### config.mk
export PLATFORM = sky130hd
export DESIGN_NAME = masked_byte_pattern_scanner
export DESIGN_NICKNAME = d
export VERILOG_FILES = /design/src/hdl/mbps_pkg.sv /design/src/hdl/mbps_cell.sv /design/src/hdl/masked_byte_pattern_scanner.sv
export SDC_FILE = /design/constraint.sdc
export NUM_CORES = 1
export LEC_CHECK = 0
export BUFFER_PORTS_ARGS = -buffer_cell sky130_fd_sc_hd__buf_4
export CELL_PAD_IN_SITES_DETAIL_PLACEMENT = 0
export CELL_PAD_IN_SITES_GLOBAL_PLACEMENT = 2
export CORE_MARGIN = 10
export CORE_UTILIZATION = 36
export CTS_BUF_LIST = sky130_fd_sc_hd__clkbuf_16
export CTS_CLUSTER_SIZE = 25
export DETAILED_ROUTE_END_ITERATION = 7
export PLACE_DENSITY_LB_ADDON = 0.1
export REMOVE_ABC_BUFFERS = 1
export SLEW_MARGIN = 20
export SYNTH_ARGS = -nofsm -noshare
export SYNTH_HDL_FRONTEND = slang
export SYNTH_HIERARCHICAL = 1
export SYNTH_SLANG_ARGS = --single-unit
### constraint.sdc
create_clock -name i_clk -period 10.3 [get_ports i_clk]
set_input_delay 0 -clock i_clk [delete_from_list [all_inputs] [get_ports i_clk]]
set_output_delay 0 -clock i_clk [all_outputs]
set_load 0.005 [all_outputs]
### src/hdl/mbps_pkg.sv
// Shared types and constants of the masked byte pattern scanner.
`timescale 1ns / 1ps

package mbps_pkg;

    localparam int MAX_PATTERN = 16;
    localparam int IDX_W       = $clog2(MAX_PATTERN);
    localparam int LEN_W       = 5;
    localparam int CFG_IDX_W   = 2;
    localparam int OFFSET_W    = 64;

    typedef enum logic [CFG_IDX_W-1:0] {
        CFG_PATTERN_LOW    = 2'd0,
        CFG_PATTERN_HIGH   = 2'd1,
        CFG_CARE_MASK      = 2'd2,
        CFG_PATTERN_LENGTH = 2'd3
    } t_cfg_index;

    typedef struct packed {
        logic [7:0] data;
        logic       valid;
    } t_cell_link;

    typedef struct packed {
        logic [7:0] data;
        logic       care;
    } t_cell_ref;

endpackage

### src/hdl/mbps_cell.sv
// One window cell: holds a byte of the current chunk and compares it with its pattern byte.
`timescale 1ns / 1ps

module mbps_cell (
    input  logic               i_clk,
    input  logic               i_rst_n,
    input  logic               i_shift,
    input  mbps_pkg::t_cell_link i_link,
    input  mbps_pkg::t_cell_ref  i_ref,
    output mbps_pkg::t_cell_link o_link,
    output logic               o_ok
);

    logic [7:0] r_data;
    logic       r_valid;

    always_ff @(posedge i_clk) begin
        if (!i_rst_n) begin
            r_valid <= 1'b0;
        end else if (i_shift) begin
            r_valid <= i_link.valid;
        end
    end

    always_ff @(posedge i_clk) begin
        if (i_shift) begin
            r_data <= i_link.data;
        end
    end

    assign o_link.data  = r_data;
    assign o_link.valid = r_valid;
    assign o_ok         = !i_ref.care || (r_data == i_ref.data);

endmodule

### src/hdl/masked_byte_pattern_scanner.sv
// Top level of the masked byte pattern scanner: configuration, cell chain and output word.
`timescale 1ns / 1ps

// The input channel (i_in_valid, o_in_stall) carries one data byte per word, with
// i_chunk_start marking the first byte of a chunk and i_chunk_base giving its offset.
// Bytes enter a chain of sixteen cells, newest in cell 0; each cell compares its byte
// with the pattern byte aligned to it, and a masked AND over the cells gives a hit.
// A word is taken every cycle while o_in_stall is low. A hit is found once its byte is
// in the cells, then loaded into the output register, and leaves as one word on
// (o_out_valid, i_out_stall) carrying o_match_offset, the offset of the first matched
// byte. The output register parts the two channels: while a result waits, the compare
// stage still takes a byte; only when that stage holds a second hit does o_in_stall
// rise. Bytes without a hit never stall. Configuration is written through (i_cfg_valid,
// o_cfg_ready), ready whenever reset is released; the user writes it only while the block
// is idle, which the block does not enforce. Reset clears the configuration, valid bits
// and running offset; it holds o_in_stall high, and the stream is one chunk at base zero.
module masked_byte_pattern_scanner (
    input  logic                                i_clk,
    input  logic                                i_rst_n,
    input  logic                                i_in_valid,
    output logic                                o_in_stall,
    input  logic [7:0]                          i_data_byte,
    input  logic                                i_chunk_start,
    input  logic [mbps_pkg::OFFSET_W-1:0]       i_chunk_base,
    output logic                                o_out_valid,
    input  logic                                i_out_stall,
    output logic [mbps_pkg::OFFSET_W-1:0]       o_match_offset,
    input  logic                                i_cfg_valid,
    output logic                                o_cfg_ready,
    input  logic [mbps_pkg::CFG_IDX_W-1:0]      i_cfg_index,
    input  logic [63:0]                         i_cfg_data
);

    logic [63:0]                          r_pattern_low;
    logic [63:0]                          r_pattern_high;
    logic [mbps_pkg::MAX_PATTERN-1:0]     r_care_mask;
    logic [mbps_pkg::LEN_W-1:0]           r_pattern_length;

    logic [mbps_pkg::OFFSET_W-1:0]        r_next_offset;
    logic [mbps_pkg::OFFSET_W-1:0]        n_here;
    logic [mbps_pkg::OFFSET_W-1:0]        r_s1_here;
    logic                                 r_s1_valid;
    logic                                 r_out_valid;
    logic [mbps_pkg::OFFSET_W-1:0]        r_out_offset;

    logic [mbps_pkg::LEN_W-1:0]           len_eff;
    logic [mbps_pkg::IDX_W-1:0]           last_idx;
    logic [8*mbps_pkg::MAX_PATTERN-1:0]   pattern_all;
    mbps_pkg::t_cell_ref                  cell_ref  [mbps_pkg::MAX_PATTERN];
    mbps_pkg::t_cell_link                 cell_in   [mbps_pkg::MAX_PATTERN];
    mbps_pkg::t_cell_link                 cell_out  [mbps_pkg::MAX_PATTERN];
    logic [mbps_pkg::MAX_PATTERN-1:0]     cell_ok;
    logic [mbps_pkg::MAX_PATTERN-1:0]     cell_valid;

    logic in_accept;
    logic s1_hit;
    logic s1_move;
    logic out_take;

    assign o_cfg_ready = i_rst_n;

    always_ff @(posedge i_clk) begin
        if (!i_rst_n) begin
            r_pattern_low    <= '0;
            r_pattern_high   <= '0;
            r_care_mask      <= '0;
            r_pattern_length <= '0;
        end else if (i_cfg_valid) begin
            case (mbps_pkg::t_cfg_index'(i_cfg_index))
                mbps_pkg::CFG_PATTERN_LOW:    r_pattern_low    <= i_cfg_data;
                mbps_pkg::CFG_PATTERN_HIGH:   r_pattern_high   <= i_cfg_data;
                mbps_pkg::CFG_CARE_MASK:
                    r_care_mask <= i_cfg_data[mbps_pkg::MAX_PATTERN-1:0];
                mbps_pkg::CFG_PATTERN_LENGTH:
                    r_pattern_length <= i_cfg_data[mbps_pkg::LEN_W-1:0];
                default: begin
                end
            endcase
        end
    end

    assign len_eff = (r_pattern_length > mbps_pkg::LEN_W'(mbps_pkg::MAX_PATTERN))
                   ? mbps_pkg::LEN_W'(mbps_pkg::MAX_PATTERN) : r_pattern_length;
    assign last_idx    = mbps_pkg::IDX_W'(len_eff - mbps_pkg::LEN_W'(1));
    assign pattern_all = {r_pattern_high, r_pattern_low};

    // Cell k holds the byte k places back, so it meets pattern byte len-1-k.
    always_comb begin
        logic [mbps_pkg::LEN_W-1:0] pos;
        for (int k = 0; k < mbps_pkg::MAX_PATTERN; k++) begin
            pos = len_eff - mbps_pkg::LEN_W'(k + 1);
            if (mbps_pkg::LEN_W'(k) < len_eff) begin
                cell_ref[k].data = pattern_all[8*pos[mbps_pkg::IDX_W-1:0] +: 8];
                cell_ref[k].care = r_care_mask[pos[mbps_pkg::IDX_W-1:0]];
            end else begin
                cell_ref[k].data = '0;
                cell_ref[k].care = 1'b0;
            end
        end
    end

    always_comb begin
        cell_in[0].data  = i_data_byte;
        cell_in[0].valid = 1'b1;
        for (int k = 1; k < mbps_pkg::MAX_PATTERN; k++) begin
            cell_in[k].data  = cell_out[k-1].data;
            cell_in[k].valid = cell_out[k-1].valid && !i_chunk_start;
        end
    end

    for (genvar g = 0; g < mbps_pkg::MAX_PATTERN; g++) begin : g_cell
        mbps_cell u_cell (
            .i_clk   (i_clk),
            .i_rst_n (i_rst_n),
            .i_shift (in_accept),
            .i_link  (cell_in[g]),
            .i_ref   (cell_ref[g]),
            .o_link  (cell_out[g]),
            .o_ok    (cell_ok[g])
        );
        assign cell_valid[g] = cell_out[g].valid;
    end

    assign s1_hit    = r_s1_valid && (len_eff != '0) && cell_valid[last_idx] && (&cell_ok);
    assign out_take  = r_out_valid && !i_out_stall;
    assign s1_move   = !s1_hit || !r_out_valid || !i_out_stall;
    assign o_in_stall = !i_rst_n || (r_s1_valid && !s1_move);
    assign in_accept = i_in_valid && !o_in_stall;
    assign n_here    = i_chunk_start ? i_chunk_base : r_next_offset;

    always_ff @(posedge i_clk) begin
        if (!i_rst_n) begin
            r_next_offset <= '0;
            r_s1_valid    <= 1'b0;
            r_out_valid   <= 1'b0;
        end else begin
            if (in_accept) begin
                r_next_offset <= n_here + mbps_pkg::OFFSET_W'(1);
                r_s1_valid    <= 1'b1;
            end else if (s1_move) begin
                r_s1_valid    <= 1'b0;
            end
            if (s1_hit && s1_move) begin
                r_out_valid <= 1'b1;
            end else if (out_take) begin
                r_out_valid <= 1'b0;
            end
        end
    end

    always_ff @(posedge i_clk) begin
        if (in_accept) begin
            r_s1_here <= n_here;
        end
        if (s1_hit && s1_move) begin
            r_out_offset <= r_s1_here - mbps_pkg::OFFSET_W'(last_idx);
        end
    end

    assign o_out_valid    = r_out_valid;
    assign o_match_offset = r_out_offset;

endmodule
### After elaboration in Yosys (flattened, before gate mapping)

Index checks and enable logic that the tools add are counted.

| cells by class | value |
|---|---|
| mux-type cells | 56 |
| add/subtract/negate cells | 18 |
| equality and inequality tests | 19 |
| shift operators | 16 |
| reductions and logical operators | 73 |
| $lt $le $gt $ge | 33 |

Operator list:

| operator | count |
|---|---|
| $shiftx 128x8->8 | 16 |
| $mux 9 | 16 |
| $eq 8x8->1 | 16 |
| $lt 4x5->1 const B | 16 |
| $bmux 1 s4 | 17 |
| $add 64x1->64 const B | 1 |
| $mux 64 | 1 |
| $sub 64x4->64 | 1 |
| $lt 4x5->1 const A | 8 |
| $sub 4x4->4 const B | 8 |
| $logic_not 1->1 | 23 |
| $logic_and 1x1->1 | 22 |
| $mux 1 | 21 |
| $lt 3x5->1 const A | 4 |
| $logic_or 1x1->1 | 19 |
| $reduce_and 16->1 | 1 |
| $sub 4x3->4 const B | 4 |
| $lt 1x5->1 const A | 2 |
| $lt 2x5->1 const A | 2 |
| $reduce_and 2->1 | 4 |
| $sub 4x1->4 const B | 2 |
| $sub 4x2->4 const B | 2 |
| $gt 5x5->1 const B | 1 |
| $mux 5 | 1 |
| 5 further kinds | 7 |

| storage, ports and cells | value |
|---|---|
| register bits | 487 |
| bits of input ports | 144 |
| output and inout port bits | 67 |
| logic and storage cells | 256 |

### Depth between registers and ports, before layout

Gate-level depths: netlist of run 1.

| depth | value |
|---|---|
| depth in word-level cells | 19 |
| gate-level depth with buffers | 27 |
| depth with buffers taken out | 20 |

### Hierarchy

Netlist of run 1, hierarchy kept.

By module, submodules not included:

| module | area an instance (sq um) | times used | cells each | seq. area each (sq um) |
|---|---|---|---|---|
| masked_byte_pattern_scanner | 22474.1 | 1 | 2474 | 8147.8 |
| mbps_cell | 371.6 | 16 | 23 | 260.2 |

### Worst setup path after synthesis of run 1

Ideal clock, no wire load.

| timing path | value |
|---|---|
| path kind | register to register |
| start point | reg r_pattern_length[0] (netlist bit) |
| end point | reg g_cell[10].u_cell.r_valid |
| arrival | 9.583 ns |
| path slack | 0.583 ns |
| cell stages (with the launch flop) | 28 |
| clock period less this slack | 9.717 ns |
| path buffers | 8 |
| setup time | 0.134 ns |
| data required time | 10.166 ns |
| cell sequence | dfxtp_1 -> nor2b_1 -> buf_2 -> clkinv_1 -> clkbuf_1 -> clkbuf_1 -> ha_1 -> clkbuf_1 -> clkbuf_1 -> clkbuf_1 -> mux2i_1 -> nor2b_1 -> a211oi_1 -> a211oi_1 -> xnor2_1 -> nand4_1 -> o21ai_1 -> nand4_1 -> or4_1 -> nor4_1 -> and4_1 -> nor3b_1 -> buf_2 -> nand2_1 -> clkbuf_1 -> inv_1 -> mux2i_1 -> nor2b_1 |

RTL lines:

| item | RTL line | RTL |
|---|---|---|
| start, declared | masked_byte_pattern_scanner.sv:37 | `logic [mbps_pkg::LEN_W-1:0] r_pattern_length;` |
| start signal, assigned | masked_byte_pattern_scanner.sv:75 | `r_pattern_length <= i_cfg_data[mbps_pkg::LEN_W-1:0];` |
| end signal, assigned | mbps_cell.sv:21 | `r_valid <= i_link.valid;` |
| end, declared | mbps_cell.sv:15 | `logic r_valid;` |

==> flow_summary.ini, run 1 <==
[critical_path]
path_depth = 18
crit_arrival_ns = 8.08
critical-path-top-delay-family = simple AND/OR/NAND/NOR gates
critPathLaunchType = flip-flop
regToRegSetupSlack_ns = 2.55
critPathMaxStageDelay_ns = 0.83
worstSetupPathType = flip-flop to flip-flop
path_cells = nand2b_2, ha_2, nand2b_1, a22o_1, inv_1, nand2_1, and3_1, xnor2_1, nand4_1, o21ai_1, nand4_1, or4_1, nor4_1, and4_1, nor3b_2, nand2_2, inv_8, buf_12
cp-end-kind = flip-flop
crit_fanout = 115
required_ns = 10.63
critical_path_buf_inv_count = 3
path_common_cell = nand4_1
r2r_cells = 18
slowest_stage = inv_1

[cells_and_area]
final_cell_area_um2 = 34410
fillers = 7428
final_cells = 4206
syn_to_final_growth_pct = 21.08
layout-drive-gt1-share_pct = 15.71
final_util_pct = 44.20
nNetsFinal = 3272

[clocking]
cts_root_buffer = clkbuf_16
clkTransAtPathRegs_ns = 0.06
cts_resized = 0
cts_buffers = 59
ctsLongestPathBuffers = 3
clock_sinks = 487
htreeDepth = 2
clkLatencyLatePin_ns = 0.64
cts_tree = yes

[power_and_ir_drop]
irDropWorstVdd_uv = 103.8
switching_power_w = 0.001297
leakage_nw = 13.28
p_per_area_nw_per_um2 = 142.8
finalPower_w = 0.004915
p_int_w = 0.003618
comb_power_share_pct = 12.4
p_seq_share_pct = 44.4
switching_share_pct = 26.39
clkPwrFrac_pct = 43.2

[timing]
clock_skew_ns = 0.02979
finalSetupViolCount = 0
final_hold_viol_count = 0
finalCriticalPeriod_ns = 7.750
max_slew.worst_pin.slew_ns = 1.078
maxSlewHeadroom_pct = 27.60
layout_worst_path_cycle_share_pct = 75.24
fmax_mhz = 129.0
holdWs_ns = 0.04745
maxSlewViolCount = 0
rsz0062_at_grt = no

[detailed_routing]
drt_iter0_markers = 1971
vias = 22987
route.detailed.drc = 0
viasPerCell = 5.465
wire_per_inst_um = 24.07
firstDrtPassIters = 5
routed_wl_um = 101200
final_antenna_net_count = 0

[synth]
synth_edf_count = 256
yosys_warnings = 6
async_flop_share_pct = 0
ys_seq_area_share_pct = 43.32
synth.area.top_cells = edfxtp_1 (27%), dfxtp_1 (16%), mux2i_1 (13%)
ys_top_cells_by_count = nand2_1 (527), mux2i_1 (362), edfxtp_1 (256), dfxtp_1 (231), xnor2_1 (174)
syn_area_um2 = 28420
synth_cell_type_count = 71
ys_seq_elements = 487
synthCells = 2842
yosys.area.top_type = edfxtp_1
avgSynthCellArea_um2 = 10.00
synth_top_area_share_pct = 27.05
synth_most_common_cell = nand2_1
synthFlopType = edfxtp_1

[placement]
dp_hpwl_um = 72970
dp.cells = 3950
gp_congestion = 0.9007
postPlaceCellArea_um2 = 31020
io_buffer_count = 210

[floorplan]
rows = 102
ioPinCount = 211
fp.dieW_um = 301.0
start_util_pct = 36.51
die_height_um = 301.0
dieArea_um2 = 90580
core_um2 = 77850

[global_route]
grt_usage_pct = 21.76
grt_pass1_wl_um = 150000
grt_overflow = 0
grt_max_degree = 116
first_global_vias = 22651
antenna_found_initial = 2

[run]
cap_viol_max_count = 0

[status]
status = finished clean

[worst_hold_path]
min_path_type = input port to flip-flop
min_path_cells = 3
## worst min-delay path, stage by stage
cell and delay (ns):
buf_4 0.23, mux2i_1 0.24, inv_1 0.08
## state kept, by name, indices dropped and copies added, names as in the netlist, 5 cells and up
signal / cells
g_cell.u_cell/r_data: 128
o_match_offset: 64
r_next_offset: 64
r_pattern_high: 64
r_pattern_low: 64
r_s1_here: 64
g_cell.u_cell/r_valid: 16
r_care_mask: 16
r_pattern_length: 5
## cells by family after synthesis
kind of cell / synth area share, %
XOR/XNOR: 7.550
multiplexers: 20.00
other: 0.01320
buffers and inverters: 3.364
AO/OA/AOI/OAI: 7.894
AND/OR/NAND/NOR: 17.17
flip-flops: 43.32
adder cells (fa/ha/maj): 0.6868
## power by group through the flow
stage | registers [W] | logic [W] | clock network (W)
floorplan | 0.00220 | 0.000352 | 0
global placement | 0.00222 | 0.000555 | 0
detailed placement | 0.00222 | 0.000562 | 0
CTS | 0.00218 | 0.000609 | 0.00217
global route | 0.00219 | 0.000661 | 0.00225
finish | 0.00218 | 0.000611 | 0.00212
## stage by stage
| stage | setup slack (ns) | setup TNS [ns] |
|---|---|---|
| finish | 2.550 | 0 |
| floorplan | -18.26 | -5546.92 |
| CTS | 2.642 | 0 |
| global route | 2.074 | 0 |
| global placement | 1.812 | 0 |
| detailed placement | 2.682 | 0 |
## cells in the final DEF (no fill, tap or decap), types with 77 or more instances in the layout
master,count
xnor2_1,173
nor2_1,96
dfxtp_1,230
nor2b_1,77
buf_4,252
edfxtp_1,256
nand2_1,526
a21oi_1,170
mux2i_1,362
dlygate4sd3_1,141
## cell type report
| type | count | area [um^2] | area share (%) |
|---|---|---|---|
| Tap cell | 1040 | 1301 | 3.782 |
| Timing Repair Buffer | 397 | 3377 | 9.814 |
| Clock inverter | 51 | 421.7 | 1.225 |
| Clock buffer | 61 | 1526 | 4.436 |
| Antenna cell | 2 | 5.005 | 0.01454 |
| Inverter | 40 | 165.2 | 0.4800 |
| Multi-Input combinational cell | 2128 | 15300 | 44.47 |
| Sequential cell | 487 | 12310 | 35.78 |
## metal layers
layer	wire length (um)	global-route usage, %	up-vias
met3	6351	4.175	114
met2	46030	34.43	667
li1	-	-	10789
met1	46820	30.42	11417
met5	0	0	-
met4	2024	4.751	0
## worst paths after layout
check,start,end
min reg2reg,g_cell[5].u_cell/r_data[6],g_cell[6].u_cell/r_data[6]
min,i_chunk_start,r_s1_here[45]
max,r_pattern_length[4],g_cell[1].u_cell/r_data[7]
max reg2reg,r_pattern_length[4],g_cell[1].u_cell/r_data[7]
## what timing repair did
action / CTS / global route
setup buffers: 0 / 0
endpoints found under the hold margin: 299 / 0
hold buffers: 141 / 0
No activity file was read; power rests on OpenSTA's default activity.
==> inputs of run 2 (changes only) <==
--- a/config.mk
+++ b/config.mk
@@ -9,7 +9,7 @@
 export CELL_PAD_IN_SITES_DETAIL_PLACEMENT = 0
 export CELL_PAD_IN_SITES_GLOBAL_PLACEMENT = 2
 export CORE_MARGIN = 10
-export CORE_UTILIZATION = 36
+export CORE_UTILIZATION = 40
 export CTS_BUF_LIST = sky130_fd_sc_hd__clkbuf_16
 export CTS_CLUSTER_SIZE = 25
 export DETAILED_ROUTE_END_ITERATION = 7
==> constraint.sdc (replaced) <==
create_clock -name i_clk -period 7.3 [get_ports i_clk]
set_input_delay 0 -clock i_clk [delete_from_list [all_inputs] [get_ports i_clk]]
set_output_delay 0 -clock i_clk [all_outputs]
set_load 0.005 [all_outputs]
==> run 2 against run 1 <==
Clock-buffer cell count decreased by 3. Maximum frequency grew 19%. Flip-flop and latch count unchanged. Non-clock buffer count up 5. Setup slack worse by 1.7 ns. Total power grew 40%. Via count is 0.41% lower. Largest cell class unchanged.
==> flow_summary.ini, run 2 (synthesized netlist as in run 1, its figures left out) <==
[timing]
setup_ws_ns = 0.8040
max_slew.worst_pin.slew_ns = 1.104
finalSetupViolCount = 0
clock_skew_ns = 0.02751
final_hold_viol_count = 0
maxSlewHeadroom_pct = 26.43
finalCriticalPeriod_ns = 6.496
rsz0062_at_grt = no
layout_worst_path_cycle_share_pct = 88.99
fmax_mhz = 153.9
holdWs_ns = 0.1186
maxSlewViolCount = 0

[clocking]
cts_buffers = 57
hold_buffers = 140
cts_setup_buffers = 0
clkTransAtPathRegs_ns = 0.06
cts_root_buffer = clkbuf_16
clock_sinks = 487
cts_tree = yes
htreeDepth = 2
clkLatencyLatePin_ns = 0.63
ctsLongestPathBuffers = 3
cts_resized = 0

[floorplan]
fp.dieW_um = 286.6
dieArea_um2 = 82110
start_util_pct = 40.44
core_um2 = 70270
rows = 97
ioPinCount = 211
die_height_um = 286.6

[detailed_routing]
vias = 22892
routed_wl_um = 96400
viasPerCell = 5.574
route.detailed.drc = 0
firstDrtPassIters = 5
final_antenna_net_count = 0
drt_iter0_markers = 1923
wire_per_inst_um = 23.47

[critical_path]
worstSetupPathType = flip-flop to flip-flop
critPathLaunchType = flip-flop
crit_fanout = 73
required_ns = 7.84
cp-end-kind = flip-flop
crit_arrival_ns = 7.03

[cells_and_area]
syn_to_final_growth_pct = 20.61
final_cell_area_um2 = 34280
final_util_pct = 48.78
fillers = 6518
final_common_cell = nand2_1
largest_register_ffs = 128
nNetsFinal = 3275
regMostFlops = g_cell.u_cell/r_data
mostFrequentLayoutCells = nand2_1 (527), mux2i_1 (362), edfxtp_1 (256), buf_4 (256), dfxtp_1 (230)
layout-drive-gt1-share_pct = 15.83

[power_and_ir_drop]
p_seq_share_pct = 44.9
finalPower_w = 0.006865
irDropWorstVdd_uv = 170.2
clkPwrFrac_pct = 42.8
switching_power_w = 0.001787
leakage_nw = 13.26
p_per_area_nw_per_um2 = 200.3
comb_power_share_pct = 12.3
p_int_w = 0.005078
switching_share_pct = 26.03

[placement]
postPlaceCellArea_um2 = 30960
dp_hpwl_um = 69090
io_buffer_count = 210
dp_slack_ns = 0.7320
gp_congestion = 0.9440

[status]
status = finished clean

[global_route]
grt_pass1_wl_um = 144300
grt_usage_pct = 22.80
grt_overflow = 0
grt_max_degree = 134
antenna_found_initial = 7
first_global_vias = 22602

[run]
cap_viol_max_count = 0

[worst_hold_path]
min_path_type = input port to flip-flop
[run 2: final cells by class]
class | instances | area [um^2] | share of cell area, %
well taps | 940 | 1176 | 3.431
diodes | 3 | 7.507 | 0.02190
clock inverters | 49 | 459.2 | 1.340
repair buffers | 402 | 3443 | 10.05
multi-input cells | 2128 | 15260 | 44.52
inverters | 40 | 167.7 | 0.4891
clock buffers | 58 | 1451 | 4.234
flip-flops and latches | 487 | 12310 | 35.92
[run 2: power by group through the flow]
stage          clock (W)  combinational, W  sequential [W]
2_1_floorplan          0          0.000496         0.00311
3_3_place_gp           0          0.000770         0.00313
3_5_place_dp           0          0.000782         0.00313
4_1_cts          0.00300          0.000848         0.00308
5_1_grt          0.00311          0.000916         0.00309
6_report         0.00294          0.000845         0.00308
[run 2: routing by layer]
metal | GRT usage (%) | vias up | share of wire [%]
met5 | 0 | - | 0.052
li1 | - | 10783 | -
met3 | 3.572 | 133 | 5.8
met1 | 30.40 | 11305 | 44
met4 | 5.409 | 8 | 2.1
met2 | 38.29 | 663 | 48
[run 2: stage by stage]
step | std cells | setup TNS (ns)
3_3_place_gp | 3857 | 0
3_5_place_dp | 3857 | 0
5_1_grt | 4105 | 0
6_report | 4107 | 0
4_1_cts | 4104 | 0
2_1_floorplan | 2655 | -6755.92
[run 2: final timing paths]
kind / startpoint / to / slack [ns] / depth (start not counted)
setup / recovery: r_pattern_length[0] / r_next_offset[0] / 0.80 / 19
hold / removal: i_data_byte[2] / g_cell[0].u_cell/r_data[2] / 0.12 / 2
setup reg to reg: r_pattern_length[0] / r_next_offset[0] / 0.80 / 19
hold reg to reg: r_next_offset[62] / r_next_offset[62] / 0.47 / 2
[run 2: critical path: stages, from the launching register on]
cell      delay (ns)
dfxtp_1         0.61
nor2b_4         0.27
buf_4           0.61
buf_4           0.64
mux4_2          0.60
mux2i_1         0.25
nor2_1          0.09
o21ai_0         0.16
o311ai_0        0.17
xnor2_1         0.23
nand4_1         0.17
o21ai_1         0.21
nand4_1         0.10
or4_1           0.64
nor4_1          0.24
and4_1          0.30
nor3b_2         0.07
buf_4           0.43
mux2_2          0.42
nor2_1          0.09
